File: src/rtl/tlcc_pkg.sv
`default_nettype none

package tlcc_pkg;

   localparam int COORD_BITS = 12;
   localparam int DIST_BITS = 25;
   localparam int CSR_DATA_BITS = (DIST_BITS > COORD_BITS) ? DIST_BITS : COORD_BITS;
   localparam int CSR_INDEX_BITS = 3;

   localparam int COEF_AB_BITS = COORD_BITS + 1;
   localparam int COEF_C_BITS = 2 * COORD_BITS + 1;
   localparam int PROD_BITS = 2 * COORD_BITS + 2;
   localparam int VAL_BITS = 2 * COORD_BITS + 4;
   localparam int D2_BITS = 2 * COORD_BITS + 1;
   localparam int CMP_BITS = (D2_BITS > DIST_BITS) ? D2_BITS : DIST_BITS;

   localparam logic [DIST_BITS-1:0] MIN_DIST_RESET = DIST_BITS'(400);

   typedef enum logic [CSR_INDEX_BITS-1:0] {
      CSR_LINE_HEAD_X = 3'd0,
      CSR_LINE_HEAD_Y = 3'd1,
      CSR_LINE_TAIL_X = 3'd2,
      CSR_LINE_TAIL_Y = 3'd3,
      CSR_MIN_DIST_SQUARED = 3'd4
   } csr_index_type;

   typedef enum logic [1:0] {
      CROSS_NONE = 2'd0,
      CROSS_OUT = 2'd1,
      CROSS_IN = 2'd2
   } crossing_type;

endpackage

`default_nettype wire

File: src/rtl/trajectory_line_crossing_classifier_core.sv
// Channel   Direction  Handshake          Payload
// req       in         req_valid/stall    req_start_x, req_start_y, req_stop_x, req_stop_y
// rsp       out        rsp_valid/stall    rsp_crossing
// csr       in         csr_we             csr_index, csr_wdata
//
// One item per cycle while rsp does not stall; an item accepted on req goes through the input
// register and the result register, with the side and length products in between; line
// coefficients come from a register.
// Reset is synchronous; it clears the valid flags and the line points and sets the
// threshold to 400.
// A stall on rsp holds the result item; req stalls once the input register is full as well.

`default_nettype none

module trajectory_line_crossing_classifier_core (
   input  wire logic                                  clock,
   input  wire logic                                  reset,
   input  wire logic                                  req_valid,
   output logic                                       req_stall,
   input  wire logic [tlcc_pkg::COORD_BITS-1:0]       req_start_x,
   input  wire logic [tlcc_pkg::COORD_BITS-1:0]       req_start_y,
   input  wire logic [tlcc_pkg::COORD_BITS-1:0]       req_stop_x,
   input  wire logic [tlcc_pkg::COORD_BITS-1:0]       req_stop_y,
   output logic                                       rsp_valid,
   input  wire logic                                  rsp_stall,
   output logic [1:0]                                 rsp_crossing,
   input  wire logic                                  csr_we,
   input  wire logic [tlcc_pkg::CSR_INDEX_BITS-1:0]   csr_index,
   input  wire logic [tlcc_pkg::CSR_DATA_BITS-1:0]    csr_wdata
);

   logic [tlcc_pkg::COORD_BITS-1:0] head_x_ff, head_y_ff, tail_x_ff, tail_y_ff;
   logic [tlcc_pkg::DIST_BITS-1:0] min_dist_ff;

   logic signed [tlcc_pkg::COEF_AB_BITS-1:0] coef_a_ff, coef_a_in;
   logic signed [tlcc_pkg::COEF_AB_BITS-1:0] coef_b_ff, coef_b_in;
   logic signed [tlcc_pkg::COEF_C_BITS-1:0] coef_c_ff, coef_c_in;
   logic [2*tlcc_pkg::COORD_BITS-1:0] prod_th, prod_ht;

   logic s1_valid_ff;
   logic [tlcc_pkg::COORD_BITS-1:0] sx_ff, sy_ff, ex_ff, ey_ff;
   logic rsp_valid_ff;
   tlcc_pkg::crossing_type crossing_ff, crossing_in;

   logic s1_load, s2_load;

   logic signed [tlcc_pkg::PROD_BITS-1:0] ax_s, by_s, ax_e, by_e;
   logic signed [tlcc_pkg::VAL_BITS-1:0] val_s, val_e;
   logic signed [tlcc_pkg::COORD_BITS:0] dx, dy;
   logic [2*tlcc_pkg::COORD_BITS-1:0] dx_sq, dy_sq;
   logic [tlcc_pkg::D2_BITS-1:0] d2;
   logic same_side, too_short;

   always_ff @(posedge clock) begin
      if (reset) begin
         head_x_ff <= '0;
         head_y_ff <= '0;
         tail_x_ff <= '0;
         tail_y_ff <= '0;
         min_dist_ff <= tlcc_pkg::MIN_DIST_RESET;
      end else if (csr_we) begin
         case (csr_index)
            tlcc_pkg::CSR_LINE_HEAD_X: head_x_ff <= csr_wdata[tlcc_pkg::COORD_BITS-1:0];
            tlcc_pkg::CSR_LINE_HEAD_Y: head_y_ff <= csr_wdata[tlcc_pkg::COORD_BITS-1:0];
            tlcc_pkg::CSR_LINE_TAIL_X: tail_x_ff <= csr_wdata[tlcc_pkg::COORD_BITS-1:0];
            tlcc_pkg::CSR_LINE_TAIL_Y: tail_y_ff <= csr_wdata[tlcc_pkg::COORD_BITS-1:0];
            tlcc_pkg::CSR_MIN_DIST_SQUARED: begin
               min_dist_ff <= csr_wdata[tlcc_pkg::DIST_BITS-1:0];
            end
            default: begin
            end
         endcase
      end
   end

   // The line coefficients are registered from the line points and follow them in the next cycle.
   always_comb begin
      coef_a_in = $signed({1'b0, tail_y_ff}) - $signed({1'b0, head_y_ff});
      coef_b_in = $signed({1'b0, head_x_ff}) - $signed({1'b0, tail_x_ff});
      prod_th = tail_x_ff * head_y_ff;
      prod_ht = head_x_ff * tail_y_ff;
      coef_c_in = $signed({1'b0, prod_th}) - $signed({1'b0, prod_ht});
   end

   always_ff @(posedge clock) begin
      if (reset) begin
         coef_a_ff <= '0;
         coef_b_ff <= '0;
         coef_c_ff <= '0;
      end else begin
         coef_a_ff <= coef_a_in;
         coef_b_ff <= coef_b_in;
         coef_c_ff <= coef_c_in;
      end
   end

   assign s2_load = !rsp_valid_ff || !rsp_stall;
   assign s1_load = !s1_valid_ff || s2_load;
   assign req_stall = !s1_load;

   always_ff @(posedge clock) begin
      if (reset) begin
         s1_valid_ff <= 1'b0;
         rsp_valid_ff <= 1'b0;
      end else begin
         if (s1_load) begin
            s1_valid_ff <= req_valid;
         end
         if (s2_load) begin
            rsp_valid_ff <= s1_valid_ff;
         end
      end
   end

   always_ff @(posedge clock) begin
      if (s1_load && req_valid) begin
         sx_ff <= req_start_x;
         sy_ff <= req_start_y;
         ex_ff <= req_stop_x;
         ey_ff <= req_stop_y;
      end
      if (s2_load && s1_valid_ff) begin
         crossing_ff <= crossing_in;
      end
   end

   always_comb begin
      ax_s = coef_a_ff * $signed({1'b0, sx_ff});
      by_s = coef_b_ff * $signed({1'b0, sy_ff});
      ax_e = coef_a_ff * $signed({1'b0, ex_ff});
      by_e = coef_b_ff * $signed({1'b0, ey_ff});
      val_s = tlcc_pkg::VAL_BITS'(ax_s) + tlcc_pkg::VAL_BITS'(by_s)
            + tlcc_pkg::VAL_BITS'(coef_c_ff);
      val_e = tlcc_pkg::VAL_BITS'(ax_e) + tlcc_pkg::VAL_BITS'(by_e)
            + tlcc_pkg::VAL_BITS'(coef_c_ff);
      same_side = ((val_s > 0) && (val_e > 0)) || ((val_s < 0) && (val_e < 0));

      dx = $signed({1'b0, sx_ff}) - $signed({1'b0, ex_ff});
      dy = $signed({1'b0, sy_ff}) - $signed({1'b0, ey_ff});
      dx_sq = dx * dx;
      dy_sq = dy * dy;
      d2 = tlcc_pkg::D2_BITS'(dx_sq) + tlcc_pkg::D2_BITS'(dy_sq);
      too_short = tlcc_pkg::CMP_BITS'(d2) <= tlcc_pkg::CMP_BITS'(min_dist_ff);

      if (same_side || too_short) begin
         crossing_in = tlcc_pkg::CROSS_NONE;
      end else if (ey_ff < sy_ff) begin
         crossing_in = tlcc_pkg::CROSS_OUT;
      end else begin
         crossing_in = tlcc_pkg::CROSS_IN;
      end
   end

   assign rsp_valid = rsp_valid_ff;
   assign rsp_crossing = crossing_ff;

`ifndef SYNTH
   a_accept_fills_s1: assert property (@(posedge clock) disable iff (reset)
      (req_valid && !req_stall) |=> s1_valid_ff)
      else $error("accepted item did not reach the input register");

   a_s1_moves_to_rsp: assert property (@(posedge clock) disable iff (reset)
      (s1_valid_ff && s2_load) |=> rsp_valid_ff)
      else $error("item in the input register was lost");

   a_stall_only_when_full: assert property (@(posedge clock) disable iff (reset)
      req_stall |-> (s1_valid_ff && rsp_valid_ff && rsp_stall))
      else $error("req stalled while the pipeline had room");

   a_s1_held_on_stall: assert property (@(posedge clock) disable iff (reset)
      (s1_valid_ff && !s2_load) |=> (s1_valid_ff && $stable(sx_ff) && $stable(ey_ff)))
      else $error("input register changed while the result was stalled");
`endif

endmodule

`default_nettype wire
File: config.mk
export PLATFORM = sky130hd
export DESIGN_NAME = trajectory_line_crossing_classifier_core
export DESIGN_NICKNAME = d
export VERILOG_FILES = /design/src/rtl/tlcc_pkg.sv /design/src/rtl/trajectory_line_crossing_classifier_core.sv
export SDC_FILE = /design/constraint.sdc
export NUM_CORES = 2
export LEC_CHECK = 0
export ABC_AREA = 1
export BUFFER_PORTS_ARGS = -buffer_cell sky130_fd_sc_hd__clkbuf_2
export CORE_MARGIN = 2
export CORE_UTILIZATION = 45
export CTS_BUF_LIST = sky130_fd_sc_hd__clkbuf_4 sky130_fd_sc_hd__clkbuf_8 sky130_fd_sc_hd__clkbuf_16
export CTS_CLUSTER_SIZE = 20
export DETAILED_ROUTE_END_ITERATION = 12
export GPL_TIMING_DRIVEN = 1
export PLACE_DENSITY = 0.66
export SYNTH_ARGS = -nofsm -noshare
export SYNTH_HDL_FRONTEND = slang
export SYNTH_SLANG_ARGS = --single-unit
File: constraint.sdc
create_clock -name clock -period 14.86 [get_ports clock]
set_input_delay 0.743 -clock clock [delete_from_list [all_inputs] [get_ports clock]]
set_output_delay 0.743 -clock clock [all_outputs]
set_load 0.01 [all_outputs]
## After elaboration in Yosys (flattened, before gate mapping)

Index checks and enable logic that the tools add are counted.

| cells by class | value |
|---|---|
| add/subtract/negate cells | 10 |
| $mul | 8 |
| $lt $le $gt $ge | 6 |
| equal/unequal tests | 4 |
| multiplexer cells | 1 |
| reduce and logical (&&, ||, !) cells | 18 |

Operators with widths:

| kind | number |
|---|---|
| multiplier 13 x 13 -> 26 bit | 4 |
| adder 27 x 25 -> 28 bit | 2 |
| greater-than comparator 28 x 1 -> 1 bit (second input constant) | 2 |
| < comparator 28 x 1 -> 1 bit (second input constant) | 2 |
| adder 26 x 26 -> 27 bit | 2 |
| subtractor 12 x 12 -> 13 bit | 4 |
| multiplier 12 x 12 -> 24 bit | 2 |
| multiplier 13 x 13 -> 24 bit | 2 |
| adder 24 x 24 -> 25 bit | 1 |
| less-or-equal comparator 25 bit | 1 |
| subtractor 24 x 24 -> 25 bit | 1 |
| < comparator 12 bit | 1 |
| AND reduction 2 bit | 5 |
| equality test 3 x 2 -> 1 bit (second input constant) | 2 |
| logical AND 1 bit | 4 |
| logical NOT 1 bit | 4 |
| logical OR 1 bit | 4 |
| equality test 3 x 1 -> 1 bit (second input constant) | 1 |
| equality test 3 bit (second input constant) | 1 |
| logical NOT 3 bit | 1 |
| two-way mux 2 bit | 1 |

| word-level totals | value |
|---|---|
| register bits after elaboration | 176 |
| output and inout port bits | 4 |

## Longest topological paths before layout

| depth | value |
|---|---|
| depth in word-level cells | 7 |
| mapped depth | 55 |

## Least setup slack after synthesis

OpenSTA, ideal clock, no wires.

| timing | value |
|---|---|
| kind | register -> register |
| start | reg sx_ff[0] in the netlist's numbering |
| end | reg crossing_ff[0] (netlist: rsp_crossing[0]) (data pin) |
| library setup time | 0.157 ns |
| arrival | 9.065 ns |
| required time | 14.703 ns |
| slack | 5.638 ns |
| stages on the path, launching flop included | 51 |
| path buffers | 1 |
| clock period less this slack | 9.222 ns |
| cell sequence | edfxtp_1 -> clkbuf_1 -> inv_1 -> ha_1 -> fa_1 -> inv_1 -> nand2_1 -> a21oi_2 -> a21oi_2 -> o21ai_2 -> xor2_2 -> inv_1 -> nor2_1 -> inv_1 -> fa_1 -> inv_1 -> fa_1 -> fa_1 -> [15 not listed] -> nor2_1 -> nor2_1 -> xor2_1 -> inv_1 -> ha_1 -> a21oi_1 -> o21ai_0 -> a21oi_1 -> nand3_1 -> a21oi_1 -> o21bai_1 -> ha_1 -> nand2_1 -> nor3_1 -> nand2_1 -> a31oi_1 -> nand2_1 -> nor3_1 |

| on the way | value |
|---|---|
| longest elaborated chain between the ends | 7 |

RTL lines:

| item | RTL line | RTL |
|---|---|---|
| start, declared | trajectory_line_crossing_classifier_core.sv:41 | `logic [tlcc_pkg::COORD_BITS-1:0] sx_ff, sy_ff, ex_ff, ey_ff;` |
| start signal, assigned | trajectory_line_crossing_classifier_core.sv:117 | `sx_ff <= req_start_x;` |
| multiplier 13 x 13 -> 26 bit | trajectory_line_crossing_classifier_core.sv:128 | `ax_s = coef_a_ff * $signed({1'b0, sx_ff});` |
| adder 26 x 26 -> 27 bit | trajectory_line_crossing_classifier_core.sv:132 | `val_s = tlcc_pkg::VAL_BITS'(ax_s) + tlcc_pkg::VAL_BITS'(by_s)` |
| adder 27 x 25 -> 28 bit | trajectory_line_crossing_classifier_core.sv:133 | `+ tlcc_pkg::VAL_BITS'(coef_c_ff);` |
| greater-than comparator 28 x 1 -> 1 bit / < comparator 28 x 1 -> 1 bit (equally long branches) | trajectory_line_crossing_classifier_core.sv:136 | `same_side = ((val_s > 0) && (val_e > 0)) \|\| ((val_s < 0) && (val_e < 0));` |
| logical AND 1 bit | trajectory_line_crossing_classifier_core.sv:136 |  |
| logical OR 1 bit | trajectory_line_crossing_classifier_core.sv:136 |  |
| logical OR 1 bit * | trajectory_line_crossing_classifier_core.sv:145 | `if (same_side \|\| too_short) begin` |
| end signal, assigned | trajectory_line_crossing_classifier_core.sv:123 | `crossing_ff <= crossing_in;` |
| end, declared | trajectory_line_crossing_classifier_core.sv:43 | `tlcc_pkg::crossing_type crossing_ff, crossing_in;` |

Mark *: on every way between the ends. The rest lies on a longest branch, timed or not.
A chain may end at the register's enable or synchronous reset.

## Worst setup path in the final report

| timing | value |
|---|---|
| start | reg sx_ff[0] in the netlist's numbering |
| end | reg crossing_ff[1] (netlist: rsp_crossing[1]) (data pin) |

Same word-level chain as after synthesis.

==> flow_summary.json <==
{
  "dp_hpwl_mm": 133,
  "cts_hold_buf": 0,
  "drive_gt1_frac": 0.0398,
  "synth_nets": 9109,
  "worst_ep_required_time_ns": 15.20,
  "synth-edff-count": 50,
  "synth_flop_cell": "dfxtp_1",
  "hold_viol": 0,
  "yosysSeqAreaShare": 0.0688,
  "timing.final.max_slew_violations": 0,
  "yosys_register_bits": 176,
  "max-cap-violations": 0,
  "io_buffers": 84,
  "antenna_left": 0,
  "netlist_area_sq_um": 58500,
  "rsz0062_at_grt": "false",
  "root_buffer": "clkbuf_16",
  "die_y_um": 364,
  "min_period_over_period": 0.718,
  "grt_overflow": 0,
  "grt_pass1_vias": 47100,
  "slowest_delay_ns": 0.71,
  "worstMarginPinSlew_ns": 0.932,
  "drt_first_pass_iters": 6,
  "pre_cts_ws_ns": 4.38,
  "antenna_found_initial": 4,
  "start_util": 0.453,
  "cts_buffers": 17,
  "dr_total_vias": 44200,
  "fin_skew_ns": 0.0247,
  "htreeDepth": 4,
  "mostFrequentLayoutCells": "2213 x inv_1, 1590 x nand2_1, 1315 x fa_1",
  "viasPerCell": 4.96,
  "status": "complete, no violations",
  "synthArstFlopShare": 0,
  "cts_buffer_depth": 2,
  "crit_type": "flip-flop to flip-flop",
  "final_common_cell": "inv_1",
  "slew_headroom": 0.378,
  "cp-start-kind": "flip-flop",
  "route.detailed.drc": 0,
  "critPathArrivalTime_ns": 11.02,
  "ioPinCount": 85,
  "fin_ws_ns": 4.19,
  "cpMaxStageDelayCell": "edfxtp_1",
  "grt_pass1_wl_mm": 254,
  "yosys_warnings": 0,
  "hp-class": "input port to flip-flop",
  "syn2layout_area_growth_pct": 4.98,
  "grtUsageTotal": 0.247,
  "cts_sinks": 176,
  "worstPathMaxFanout": 14,
  "die_w_um": 364,
  "synthCells": 7171,
  "nFillCells": 12800,
  "cts.clk_slew.worst_paths_ns": 0.09,
  "fmax_ghz": 0.0937,
  "routed_wl_mm": 156,
  "setup_violations": 0,
  "wl_per_cell_um": 17.5,
  "cts_tree": "built",
  "dieArea_sq_um": 133000,
  "grt_max_degree": 89,
  "place_congestion": 0.920,
  "first_iter_violations": 3062,
  "rows": 132,
  "avgSynthCellArea_sq_um": 8.15,
  "tns_ns": 0,
  "cts_resized": 0,
  "num-nets-final": 9083,
  "synth_cell_types": 55,
  "worstSkewPairLatency_ns": 0.51,
  "crit_path_frequent_cell": "nand2_1",
  "core_sq_um": 129000,
  "period_minus_slack_ns": 10.67,
  "endpoint_kind": "flip-flop",
  "post-cts-setup-buffers": 0
}
final cells by class:
type / count / area [sq um] / area share
Tap cell: 1742 / 2180 / 0.0355
Clock inverter: 15 / 178 / 0.00289
Inverter: 2260 / 8490 / 0.138
Clock buffer: 17 / 425 / 0.00693
Antenna cell: 1 / 2.50 / 0.0000408
Sequential cell: 176 / 4020 / 0.0656
Timing Repair Buffer: 136 / 811 / 0.0132
Multi-Input combinational cell: 4554 / 45300 / 0.738
registers in the layout, summed over array words and instances (netlist names), 13 cells and up:
name	count
coef_c_ff	25
min_dist_ff	25
coef_a_ff	13
coef_b_ff	13
cell families after synthesis:
logic type,Yosys count,share of synthesized area
buffers and inverters,2441,0.157
AND/OR/NAND/NOR,2084,0.143
adder cells (fa/ha/maj),1857,0.566
AO/OA/AOI/OAI,499,0.0474
flip-flops,176,0.0688
XOR/XNOR,114,0.0179
cells in the mapped netlist (all sizes together) (3+ instances only):
cell    count  area [sq um]
o21a       17           128
nand3b      8          60.1
clkbuf    178           668
nand2    1605          6070
and2        3          18.8
a21boi      3          22.5
buf         3          13.8
fa       1315         26300
nand4      40           250
o21bai     19           146
xor2       61           568
clkinv      4          15.0
a31oi       6          37.5
a211oi      5          37.5
inv      2256          8470
nor3       28           155
nor4        5          31.3
nor2      261          1060
or2        15          93.8
a21oi     264          1350
o211ai      8          65.1
a21o        8          60.1
nand3     119           611
xnor2      52           455
edfxtp     50          1500
dfxtp     126          2520
ha        542          6780
o21ai     160           842
path summary, 6_finish.rpt:
check,start,endpoint,slack [ns],cells after the start
max,sx_ff[0]$_DFFE_PP_,rsp_crossing[1]$_SDFFCE_PP0P_,4.19,49
min,req_stop_y[8],ey_ff[8]$_DFFE_PP_,0.40,1
max reg2reg,sx_ff[0]$_DFFE_PP_,rsp_crossing[1]$_SDFFCE_PP0P_,4.19,49
min reg2reg,min_dist_ff[15]$_SDFFE_PP0P_,min_dist_ff[15]$_SDFFE_PP0P_,0.47,2
layer usage:
layer	wire (um)	up-vias	track usage
li1	-	20500	-
met3	11500	238	0.0443
met1	66400	22000	0.335
met4	5650	4	0.0800
met2	72000	1407	0.402
met5	22	-	0
critical path, delay by kind of cell (launching register included):
| family | cells | cell delay, ns |
|---|---|---|
| buffers and inverters | 8 | 0.72 |
| AND/OR/NAND/NOR | 16 | 1.82 |
| AO/OA/AOI/OAI | 12 | 1.86 |
| XOR/XNOR | 2 | 0.82 |
| flip-flops | 1 | 0.71 |
| adder cells (fa/ha/maj) | 11 | 4.54 |
metrics by stage:
| step | hold WS, ns | utilization | cells | area (sq um) |
|---|---|---|---|---|
| global placement | 0.450 | 0.471 | 8868 | 60800 |
| finish | 0.402 | 0.475 | 8901 | 61400 |
| global route | 0.392 | 0.475 | 8900 | 61400 |
| detailed placement | 0.459 | 0.471 | 8868 | 60800 |
| floorplan | 0.435 | - | 7171 | 58500 |
| CTS | 0.381 | 0.475 | 8900 | 61400 |
Power is left out: the tool's default activity adds up to more than one toggle a clock period on the data nets, which glitch-free logic cannot reach.
